===== src/rtl/core/tcr_pkg.sv =====
package tcr_pkg;

    // default widths
    localparam int RADIUS_BITS_DEF = 10;
    localparam int COORD_BITS_DEF  = 13;

    // configuration register file
    localparam int CENTER_W   = 11;
    localparam int THICK_W    = 7;
    localparam int CFG_IDX_W  = 2;
    localparam int CFG_DATA_W = 11;

    typedef enum logic [CFG_IDX_W-1:0] {
        CFG_CENTER_X = 2'd0,
        CFG_CENTER_Y = 2'd1,
        CFG_THICK    = 2'd2
    } cfg_idx_t;

    localparam logic [CENTER_W-1:0] CENTER_X_RST = 11'd400;
    localparam logic [CENTER_W-1:0] CENTER_Y_RST = 11'd300;
    localparam logic [THICK_W-1:0]  THICK_RST    = 7'd1;

    // request commands
    localparam logic CMD_START = 1'b0;
    localparam logic CMD_STEP  = 1'b1;

    // midpoint decision constants
    localparam int DEC_INIT     = 3;
    localparam int DEC_STEP_NEG = 6;
    localparam int DEC_STEP_POS = 10;

    localparam int POINTS_PER_STEP = 8;
    localparam int PT_IDX_W        = 3;

    // handshake status of the step queue
    typedef struct packed {
        logic full;
        logic avail;
    } tcr_q_stat_t;

endpackage


===== src/rtl/core/thick_circle_rasterizer.sv =====
// channel   dir  handshake            payload
// config    in   cfg_we               cfg_index, cfg_data (center_x, center_y, ring_thickness)
// request   in   in_valid / in_stall  command, base_radius
// point     out  out_valid / out_stall point_x, point_y, last_of_step, circle_done
//
// A step request gives eight points on the point channel, one point per cycle while
// out_stall is low. Requests are taken every cycle until the two-entry step queue
// fills. A start request gives no point; a step while idle is dropped. Reset is
// asynchronous, active low, and leaves the block idle with the config registers
// at their defaults.
module thick_circle_rasterizer #(
    parameter int RADIUS_BITS = tcr_pkg::RADIUS_BITS_DEF,
    parameter int COORD_BITS  = tcr_pkg::COORD_BITS_DEF
) (
    input  logic                             clk,
    input  logic                             rst_n,
    input  logic                             cfg_we,
    input  logic [tcr_pkg::CFG_IDX_W-1:0]    cfg_index,
    input  logic [tcr_pkg::CFG_DATA_W-1:0]   cfg_data,
    input  logic                             in_valid,
    output logic                             in_stall,
    input  logic                             command,
    input  logic [RADIUS_BITS-1:0]           base_radius,
    output logic                             out_valid,
    input  logic                             out_stall,
    output logic signed [COORD_BITS-1:0]     point_x,
    output logic signed [COORD_BITS-1:0]     point_y,
    output logic                             last_of_step,
    output logic                             circle_done
);

    // radius register width: covers base radius plus up to 126 extra rings
    localparam int RAD_W = ((RADIUS_BITS > 7) ? RADIUS_BITS : 7) + 1;
    // queue entry: octant x, octant y, final-point flag
    localparam int ENTRY_W = 2 * RAD_W + 1;

    tcr_pkg::tcr_q_stat_t         q_stat;
    logic                         q_push;
    logic                         q_pop;
    logic [ENTRY_W-1:0]           q_wdata;
    logic [ENTRY_W-1:0]           q_rdata;
    logic [tcr_pkg::CENTER_W-1:0] center_x;
    logic [tcr_pkg::CENTER_W-1:0] center_y;

    // front: config registers, request decode, midpoint state update
    tcr_front #(
        .RADIUS_BITS (RADIUS_BITS)
    ) u_front (
        .clk         (clk),
        .rst_n       (rst_n),
        .cfg_we      (cfg_we),
        .cfg_index   (cfg_index),
        .cfg_data    (cfg_data),
        .in_valid    (in_valid),
        .in_stall    (in_stall),
        .command     (command),
        .base_radius (base_radius),
        .q_stat      (q_stat),
        .q_push      (q_push),
        .q_data      (q_wdata),
        .center_x    (center_x),
        .center_y    (center_y)
    );

    // short queue of octant positions between front and back
    tcr_queue #(
        .WIDTH (ENTRY_W)
    ) u_queue (
        .clk       (clk),
        .rst_n     (rst_n),
        .push      (q_push),
        .push_data (q_wdata),
        .pop       (q_pop),
        .pop_data  (q_rdata),
        .stat      (q_stat)
    );

    // back: expands each position into its eight mirrored points.
    // Center is read live; the user must change config only while nothing is in flight, the block does not enforce it.
    tcr_back #(
        .RADIUS_BITS (RADIUS_BITS),
        .COORD_BITS  (COORD_BITS)
    ) u_back (
        .clk          (clk),
        .rst_n        (rst_n),
        .q_stat       (q_stat),
        .q_pop        (q_pop),
        .q_data       (q_rdata),
        .center_x     (center_x),
        .center_y     (center_y),
        .out_valid    (out_valid),
        .out_stall    (out_stall),
        .point_x      (point_x),
        .point_y      (point_y),
        .last_of_step (last_of_step),
        .circle_done  (circle_done)
    );

endmodule


===== src/rtl/core/tcr_front.sv =====
module tcr_front #(
    parameter int RADIUS_BITS = tcr_pkg::RADIUS_BITS_DEF
) (
    input  logic                               clk,
    input  logic                               rst_n,
    // config write port
    input  logic                               cfg_we,
    input  logic [tcr_pkg::CFG_IDX_W-1:0]      cfg_index,
    input  logic [tcr_pkg::CFG_DATA_W-1:0]     cfg_data,
    // request channel
    input  logic                               in_valid,
    output logic                               in_stall,
    input  logic                               command,
    input  logic [RADIUS_BITS-1:0]             base_radius,
    // to queue
    input  tcr_pkg::tcr_q_stat_t               q_stat,
    output logic                               q_push,
    output logic [2*(((RADIUS_BITS > 7) ? RADIUS_BITS : 7) + 1):0] q_data,
    // center for the back end
    output logic [tcr_pkg::CENTER_W-1:0]       center_x,
    output logic [tcr_pkg::CENTER_W-1:0]       center_y
);

    localparam int RAD_W = ((RADIUS_BITS > 7) ? RADIUS_BITS : 7) + 1;
    localparam int XY_W  = RAD_W + 1;
    localparam int DEC_W = RAD_W + 4;

    logic [tcr_pkg::CENTER_W-1:0] center_x_reg;
    logic [tcr_pkg::CENTER_W-1:0] center_y_reg;
    logic [tcr_pkg::THICK_W-1:0]  thick_reg;

    logic signed [XY_W-1:0]  x_reg, x_next;
    logic signed [XY_W-1:0]  y_reg, y_next;
    logic signed [DEC_W-1:0] d_reg, d_next;
    logic [RAD_W-1:0]        cur_rad_reg, cur_rad_next;
    logic [RAD_W-1:0]        fin_rad_reg, fin_rad_next;
    logic                    active_reg, active_next;

    logic                    accept;
    logic [tcr_pkg::THICK_W-1:0] thick_eff;
    logic [RAD_W-1:0]        start_rad;
    logic [RAD_W-1:0]        new_rad;
    logic signed [DEC_W-1:0] xe, ye;
    logic signed [DEC_W-1:0] d_adv;
    logic signed [XY_W-1:0]  x_adv, y_adv;
    logic                    ring_end;
    logic                    circle_end;
    logic signed [XY_W-1:0]  init_y;
    logic signed [DEC_W-1:0] init_d;

    assign in_stall = q_stat.full;
    assign accept   = in_valid && !in_stall;
    assign center_x = center_x_reg;
    assign center_y = center_y_reg;

    // config registers
    always_ff @(posedge clk or negedge rst_n)
    begin
        if (!rst_n)
        begin
            center_x_reg <= tcr_pkg::CENTER_X_RST;
            center_y_reg <= tcr_pkg::CENTER_Y_RST;
            thick_reg    <= tcr_pkg::THICK_RST;
        end
        else if (cfg_we)
        begin
            case (cfg_index)
                tcr_pkg::CFG_CENTER_X: center_x_reg <= cfg_data;
                tcr_pkg::CFG_CENTER_Y: center_y_reg <= cfg_data;
                tcr_pkg::CFG_THICK:    thick_reg    <= cfg_data[tcr_pkg::THICK_W-1:0];
                default:               ;
            endcase
        end
    end

    // one midpoint step
    always_comb
    begin
        xe = DEC_W'(x_reg);
        ye = DEC_W'(y_reg);
        if (d_reg < 0)
        begin
            d_adv = d_reg + (xe <<< 2) + DEC_W'(tcr_pkg::DEC_STEP_NEG);
            y_adv = y_reg;
        end
        else
        begin
            d_adv = d_reg + ((xe - ye) <<< 2) + DEC_W'(tcr_pkg::DEC_STEP_POS);
            y_adv = y_reg - XY_W'(1);
        end
        x_adv      = x_reg + XY_W'(1);
        ring_end   = x_adv > y_adv;
        circle_end = cur_rad_reg >= fin_rad_reg;
    end

    // start values; zero thickness acts as one
    assign thick_eff = (thick_reg == '0) ? tcr_pkg::THICK_W'(1) : thick_reg;
    assign start_rad = RAD_W'(base_radius);
    assign new_rad   = (command == tcr_pkg::CMD_START) ? start_rad : cur_rad_reg + RAD_W'(1);
    assign init_y    = signed'({1'b0, new_rad});
    assign init_d    = DEC_W'(tcr_pkg::DEC_INIT) - (signed'(DEC_W'(new_rad)) <<< 1);

    always_comb
    begin
        x_next       = x_reg;
        y_next       = y_reg;
        d_next       = d_reg;
        cur_rad_next = cur_rad_reg;
        fin_rad_next = fin_rad_reg;
        active_next  = active_reg;
        q_push       = 1'b0;
        if (accept)
        begin
            if (command == tcr_pkg::CMD_START)
            begin
                cur_rad_next = start_rad;
                fin_rad_next = start_rad + RAD_W'(thick_eff) - RAD_W'(1);
                x_next       = '0;
                y_next       = init_y;
                d_next       = init_d;
                active_next  = 1'b1;
            end
            else if (active_reg)
            begin
                q_push = 1'b1;
                x_next = x_adv;
                y_next = y_adv;
                d_next = d_adv;
                if (ring_end)
                begin
                    if (circle_end)
                    begin
                        active_next = 1'b0;
                    end
                    else
                    begin
                        cur_rad_next = new_rad;
                        x_next       = '0;
                        y_next       = init_y;
                        d_next       = init_d;
                    end
                end
            end
        end
    end

    // entry: {x, y, done}; x and y are never negative here
    assign q_data = {x_reg[RAD_W-1:0], y_reg[RAD_W-1:0], ring_end && circle_end};

    always_ff @(posedge clk or negedge rst_n)
    begin
        if (!rst_n)
        begin
            x_reg       <= '0;
            y_reg       <= '0;
            d_reg       <= '0;
            cur_rad_reg <= '0;
            fin_rad_reg <= '0;
            active_reg  <= 1'b0;
        end
        else
        begin
            x_reg       <= x_next;
            y_reg       <= y_next;
            d_reg       <= d_next;
            cur_rad_reg <= cur_rad_next;
            fin_rad_reg <= fin_rad_next;
            active_reg  <= active_next;
        end
    end

endmodule


===== src/rtl/core/tcr_queue.sv =====
module tcr_queue #(
    parameter int WIDTH = 2 * (tcr_pkg::RADIUS_BITS_DEF + 1) + 1
) (
    input  logic                 clk,
    input  logic                 rst_n,
    input  logic                 push,
    input  logic [WIDTH-1:0]     push_data,
    input  logic                 pop,
    output logic [WIDTH-1:0]     pop_data,
    output tcr_pkg::tcr_q_stat_t stat
);

    logic [WIDTH-1:0] slot0_reg;
    logic [WIDTH-1:0] slot1_reg;
    logic             wr_ptr_reg, wr_ptr_next;
    logic             rd_ptr_reg, rd_ptr_next;
    logic [1:0]       count_reg, count_next;

    assign stat.full  = count_reg == 2'd2;
    assign stat.avail = count_reg != 2'd0;
    assign pop_data   = rd_ptr_reg ? slot1_reg : slot0_reg;

    always_comb
    begin
        wr_ptr_next = push ? !wr_ptr_reg : wr_ptr_reg;
        rd_ptr_next = pop ? !rd_ptr_reg : rd_ptr_reg;
        count_next  = count_reg + 2'(push) - 2'(pop);
    end

    always_ff @(posedge clk)
    begin
        if (push && !wr_ptr_reg)
        begin
            slot0_reg <= push_data;
        end
        if (push && wr_ptr_reg)
        begin
            slot1_reg <= push_data;
        end
    end

    always_ff @(posedge clk or negedge rst_n)
    begin
        if (!rst_n)
        begin
            wr_ptr_reg <= 1'b0;
            rd_ptr_reg <= 1'b0;
            count_reg  <= 2'd0;
        end
        else
        begin
            wr_ptr_reg <= wr_ptr_next;
            rd_ptr_reg <= rd_ptr_next;
            count_reg  <= count_next;
        end
    end

endmodule


===== src/rtl/core/tcr_back.sv =====
module tcr_back #(
    parameter int RADIUS_BITS = tcr_pkg::RADIUS_BITS_DEF,
    parameter int COORD_BITS  = tcr_pkg::COORD_BITS_DEF
) (
    input  logic                                 clk,
    input  logic                                 rst_n,
    input  tcr_pkg::tcr_q_stat_t                 q_stat,
    output logic                                 q_pop,
    input  logic [2*(((RADIUS_BITS > 7) ? RADIUS_BITS : 7) + 1):0] q_data,
    input  logic [tcr_pkg::CENTER_W-1:0]         center_x,
    input  logic [tcr_pkg::CENTER_W-1:0]         center_y,
    output logic                                 out_valid,
    input  logic                                 out_stall,
    output logic signed [COORD_BITS-1:0]         point_x,
    output logic signed [COORD_BITS-1:0]         point_y,
    output logic                                 last_of_step,
    output logic                                 circle_done
);

    localparam int RAD_W = ((RADIUS_BITS > 7) ? RADIUS_BITS : 7) + 1;
    localparam int SUM_W = ((RAD_W + 1 > tcr_pkg::CENTER_W + 1) ?
                            RAD_W + 1 : tcr_pkg::CENTER_W + 1) + 1;
    localparam int PW    = (SUM_W > COORD_BITS) ? SUM_W : COORD_BITS;
    localparam logic [tcr_pkg::PT_IDX_W-1:0] LAST_IDX =
        tcr_pkg::PT_IDX_W'(tcr_pkg::POINTS_PER_STEP - 1);

    logic [RAD_W-1:0]             cur_x_reg;
    logic [RAD_W-1:0]             cur_y_reg;
    logic                         cur_done_reg;
    logic                         cur_valid_reg, cur_valid_next;
    logic [tcr_pkg::PT_IDX_W-1:0] idx_reg, idx_next;
    logic                         out_valid_reg, out_valid_next;
    logic signed [COORD_BITS-1:0] point_x_reg;
    logic signed [COORD_BITS-1:0] point_y_reg;
    logic                         last_reg;
    logic                         done_reg;

    logic                         out_free;
    logic                         emit;
    logic                         step_end;
    logic [RAD_W-1:0]             a_u, b_u;
    logic signed [PW-1:0]         a_s, b_s, cx_s, cy_s, px, py;

    assign out_free = !out_valid_reg || !out_stall;
    assign emit     = cur_valid_reg && out_free;
    assign step_end = emit && (idx_reg == LAST_IDX);
    assign q_pop    = q_stat.avail && (!cur_valid_reg || step_end);

    // idx bit 2 swaps x/y, bit 0 negates the x term, bit 1 the y term
    always_comb
    begin
        a_u  = idx_reg[2] ? cur_y_reg : cur_x_reg;
        b_u  = idx_reg[2] ? cur_x_reg : cur_y_reg;
        a_s  = signed'(PW'(a_u));
        b_s  = signed'(PW'(b_u));
        cx_s = signed'(PW'(center_x));
        cy_s = signed'(PW'(center_y));
        px   = idx_reg[0] ? cx_s - a_s : cx_s + a_s;
        py   = idx_reg[1] ? cy_s - b_s : cy_s + b_s;
    end

    always_comb
    begin
        cur_valid_next = cur_valid_reg;
        idx_next       = idx_reg;
        out_valid_next = out_valid_reg;
        if (q_pop)
        begin
            cur_valid_next = 1'b1;
            idx_next       = '0;
        end
        else if (step_end)
        begin
            cur_valid_next = 1'b0;
        end
        else if (emit)
        begin
            idx_next = idx_reg + tcr_pkg::PT_IDX_W'(1);
        end
        if (emit)
        begin
            out_valid_next = 1'b1;
        end
        else if (!out_stall)
        begin
            out_valid_next = 1'b0;
        end
    end

    always_ff @(posedge clk)
    begin
        if (q_pop)
        begin
            cur_x_reg    <= q_data[2*RAD_W:RAD_W+1];
            cur_y_reg    <= q_data[RAD_W:1];
            cur_done_reg <= q_data[0];
        end
        if (emit)
        begin
            point_x_reg <= px[COORD_BITS-1:0];
            point_y_reg <= py[COORD_BITS-1:0];
            last_reg    <= idx_reg == LAST_IDX;
            done_reg    <= (idx_reg == LAST_IDX) && cur_done_reg;
        end
    end

    always_ff @(posedge clk or negedge rst_n)
    begin
        if (!rst_n)
        begin
            cur_valid_reg <= 1'b0;
            idx_reg       <= '0;
            out_valid_reg <= 1'b0;
        end
        else
        begin
            cur_valid_reg <= cur_valid_next;
            idx_reg       <= idx_next;
            out_valid_reg <= out_valid_next;
        end
    end

    assign out_valid    = out_valid_reg;
    assign point_x      = point_x_reg;
    assign point_y      = point_y_reg;
    assign last_of_step = last_reg;
    assign circle_done  = done_reg;

endmodule

===== config.mk =====
export PLATFORM = sky130hd
export DESIGN_NAME = thick_circle_rasterizer
export DESIGN_NICKNAME = d
export VERILOG_FILES = /design/src/rtl/core/tcr_pkg.sv /design/src/rtl/core/thick_circle_rasterizer.sv /design/src/rtl/core/tcr_front.sv /design/src/rtl/core/tcr_queue.sv /design/src/rtl/core/tcr_back.sv
export SDC_FILE = /design/constraint.sdc
export NUM_CORES = 1
export LEC_CHECK = 0
export ABC_AREA = 0
export BUFFER_PORTS_ARGS = -buffer_cell sky130_fd_sc_hd__buf_4
export CORE_UTILIZATION = 55
export DETAILED_ROUTE_END_ITERATION = 6
export PLACE_DENSITY = 0.72
export SLEW_MARGIN = 0
export SYNTH_ARGS = -nofsm -noshare
export SYNTH_HDL_FRONTEND = slang
export SYNTH_SLANG_ARGS = --single-unit

===== constraint.sdc =====
create_clock -name clk -period 5.55 [get_ports clk]
set_clock_uncertainty 0.2 [all_clocks]
set_input_delay 0.555 -clock clk [delete_from_list [all_inputs] [get_ports clk]]
set_output_delay 0.555 -clock clk [all_outputs]
set_load 0.01 [all_outputs]

==> results.sh <==
export IMPL_outcome="complete, no violations"
export IMPL_regArea_um2=5400
export IMPL_fin_crit_sh_pct=81.34
export IMPL_firstDrtPassIters=5
export IMPL_switching_share_pct=42.99
export IMPL_grt_overflow=0
export IMPL_avgViaCountPerCell=5.753
export IMPL_gp_congestion=0.8996
export IMPL_p_sw_mw=3.542
export IMPL_synth_distinct_cells=82
export IMPL_synthArstFlopShare_pct=50.51
export IMPL_root_buffer="clkbuf_16"
export IMPL_syn2layout_area_growth_pct=11.03
export IMPL_multi_input_area_um2=7134
export IMPL_holdWs_ns=0.01610
export IMPL_first_global_vias=9220
export IMPL_netlist_instances=1243
export IMPL_drtIter0Drc=453
export IMPL_cts_sinks=196
export IMPL_io_buffers=58
export IMPL_cts_tree="done"
export IMPL_grt_pass1_wl_um=47240
export IMPL_rows=56
export IMPL_p_leak_nw=6.470
export IMPL_ioPinCount=59
export IMPL_postCtsSetupBuffers=0
export IMPL_internal_power_mw=4.697
export IMPL_tightest_slew_ns=1.154
export IMPL_start_util_pct=55.97
export IMPL_cts_resized=0
export IMPL_wirelength_um=28760
export IMPL_avgSynthCellArea_um2=10.54
export IMPL_cts_max_level=4
export IMPL_powerDensity_nw_per_um2=566.5
export IMPL_place_area_um2=13890
export IMPL_die_h_um=156.3
export IMPL_rsz0062_at_grt="no"
export IMPL_setup_viol=0
export IMPL_cp_required_ns=5.69
export IMPL_synth_edff_count=97
export IMPL_ys_ff_latch=196
export IMPL_die_area_um2=24440
export IMPL_hold_class="in -> async"
export IMPL_grt_usage_pct=24.95
export IMPL_yosys_warnings=0
export IMPL_design_core_area_um2=23400
export IMPL_grt_max_degree=64
export IMPL_antennaDiodeCount=0
export IMPL_p_seq_share_pct=29.9
export IMPL_slew_violations=0
export IMPL_critical_path_class="reg -> reg"
export IMPL_period_minus_slack_ns=4.515
export IMPL_hold_buffers=0
export IMPL_crit_fanout=9
export IMPL_synthFlopType="edfxtp_1"
export IMPL_die_x_um=156.3
export IMPL_worst_setup_path_start_kind="register"
export IMPL_end_kind="register"
export IMPL_clkTransAtPathRegs_ns=0.09
export IMPL_critical_path_arrival_ns=4.65
export IMPL_dp_cells=1600
export IMPL_fillers=1935
export IMPL_dp_hpwl_um=21730
export IMPL_antenna_found_initial=0
export IMPL_finalNetCount=1491
export IMPL_final_cells=1632
export IMPL_netlist_area_um2=13100
export IMPL_max_slew_margin_rel_pct=23.00
export IMPL_p_comb_share_pct=53.9
export IMPL_insertion_delay_ns=0.44
export IMPL_cts_buffers_inserted=17
export IMPL_clockBufferDepth=2
export IMPL_ys_seq_area_share_pct=41.23
export IMPL_power_mw=8.239
export IMPL_drive_gt1_share_pct=14.78
export IMPL_max_freq_mhz=221.5
export IMPL_final_area_um2=14540
export IMPL_drv_cap=0
export IMPL_pwr_share_clk_pct=16.2
export IMPL_vias=9389
export IMPL_wl_per_cell_um=17.62
export IMPL_post_route_drc_count=0
export IMPL_ant_nets=0
export IMPL_final_setup_tns_ns=0
export IMPL_finalHoldViolCount=0
export IMPL_synth_fp_nets=1434
export IMPL_ir_worst_vdd_uv=458.8
area by class of cell:
cell class / instances / share of cell area [%]
Sequential cell: 196 / 37.13
Clock inverter: 15 / 1.540
Clock buffer: 17 / 2.925
Tap cell: 319 / 2.744
Inverter: 124 / 3.200
Timing Repair Buffer: 66 / 3.407
Multi-Input combinational cell: 895 / 49.05
worst paths after layout:
kind / start / end / slack (ns) / depth (start not counted)
min reg2reg: u_front.fin_rad_reg[4]$_DFFE_PN0P_ / u_front.fin_rad_reg[4]$_DFFE_PN0P_ / 0.29 / 2
min in group clk: cfg_data[10] / u_front.center_y[10]$_DFFE_PN0P_ / 0.15 / 2
max reg2reg: u_front.x_reg[0]$_DFFE_PN0P_ / u_front.d_reg[13]$_DFFE_PN0P_ / 1.04 / 18
min: rst_n / u_front.fin_rad_reg[6]$_DFFE_PN0P_ / 0.02 / 1
max: u_front.x_reg[0]$_DFFE_PN0P_ / u_front.d_reg[13]$_DFFE_PN0P_ / 1.04 / 18
max in group asynchronous: rst_n / u_front.center_x[4]$_DFFE_PN1P_ / 4.05 / 2
cells by family after synthesis:
logic type / count (synthesis) / synth area share (%)
compound gates: 290 / 15.10
simple gates: 263 / 9.829
flops: 196 / 41.23
fa+ha+maj: 162 / 15.93
buf+inv: 152 / 4.480
xor+xnor: 92 / 6.151
mux: 88 / 7.279
metrics by stage:
| stage | utilization [%] | setup slack (ns) |
|---|---|---|
| final | 62.15 | 1.035 |
| after global routing | 62.15 | 0.7407 |
| after CTS | 62.15 | 1.045 |
| after detailed placement | 59.37 | 1.084 |
| after global placement | 59.37 | 1.146 |
| after floorplan | - | 1.404 |
critical path, stage by stage (launching register included):
cell and delay [ns]:
dfrtp_1 0.48, inv_1 0.12, ha_1 0.14, inv_1 0.06, fa_1 0.41, a211o_1 0.28, o211ai_1 0.19, a21oi_1 0.12
a21oi_1 0.19, xnor2_1 0.14, ha_1 0.25, ha_1 0.36, and3_1 0.20, a311oi_1 0.39, a21oi_1 0.13, or3_1 0.31
a21oi_1 0.15, o31ai_1 0.08, a22o_1 0.22
cell usage after synthesis (8+ instances only):
cell type / n / share of area [%]
ha_1: 154 / 15
dfrtp_1: 91 / 17
nand4_1: 9 / 0.43
o21ai_0: 53 / 2.0
o31ai_1: 9 / 0.52
nor2_1: 63 / 1.8
nand2_1: 77 / 2.2
clkbuf_1: 18 / 0.52
xnor2_1: 68 / 4.5
xor2_1: 24 / 1.6
dfstp_2: 8 / 1.6
nand3_1: 22 / 0.84
edfxtp_1: 97 / 22
fa_1: 8 / 1.2
a31oi_1: 10 / 0.48
a211oi_1: 14 / 0.80
o21bai_1: 9 / 0.52
a21o_1: 19 / 1.1
a22o_1: 15 / 1.0
o21a_1: 9 / 0.52
mux2i_1: 32 / 2.4
and3_1: 11 / 0.53
inv_1: 123 / 3.5
nor2b_1: 14 / 0.67
mux2_2: 55 / 4.7
nor3_1: 26 / 0.99
a21oi_1: 72 / 2.8
o21ai_1: 18 / 0.69
power groups by stage:
stage          Clock, mW  Sequential, mW  Combinational (mW)
6_report            1.33            2.46                4.44
3_3_place_gp           0            2.47                4.28
2_1_floorplan          0            2.38                3.37
5_1_grt             1.41            2.52                4.97
3_5_place_dp           0            2.49                4.38
4_1_cts             1.36            2.46                4.42
routing by layer:
metal | track usage (%) | part of all wire [%] | up-vias
met2 | 43.58 | 50 | 225
li1 | - | - | 4591
met4 | 7.703 | 2.0 | 0
met1 | 31.86 | 44 | 4530
met3 | 3.655 | 4.1 | 43
met5 | 0 | 0 | -
placed cells by master (no fill, tap or decap), drive strengths merged, types with 4 or more instances in the layout:
master	n
o21ai	71
nand2	78
and3	11
nor2	63
mux2	55
a31oi	11
edfxtp	97
o41ai	6
buf	66
a221oi	6
and2	4
dfstp	8
a211o	5
ha	154
or3	6
a211oi	15
mux2i	33
nand4	9
nand2b	6
o21bai	10
nor3	27
a21oi	74
clkbuf	17
nor2b	14
dfrtp	91
fa	8
xnor2	68
nand3	24
a21o	20
a22o	15
nand3b	4
xor2	24
inv	134
o21a	10
or2	5
nor4	6
o31ai	10
clkinv	5
Power figures use the tool's default switching activity.
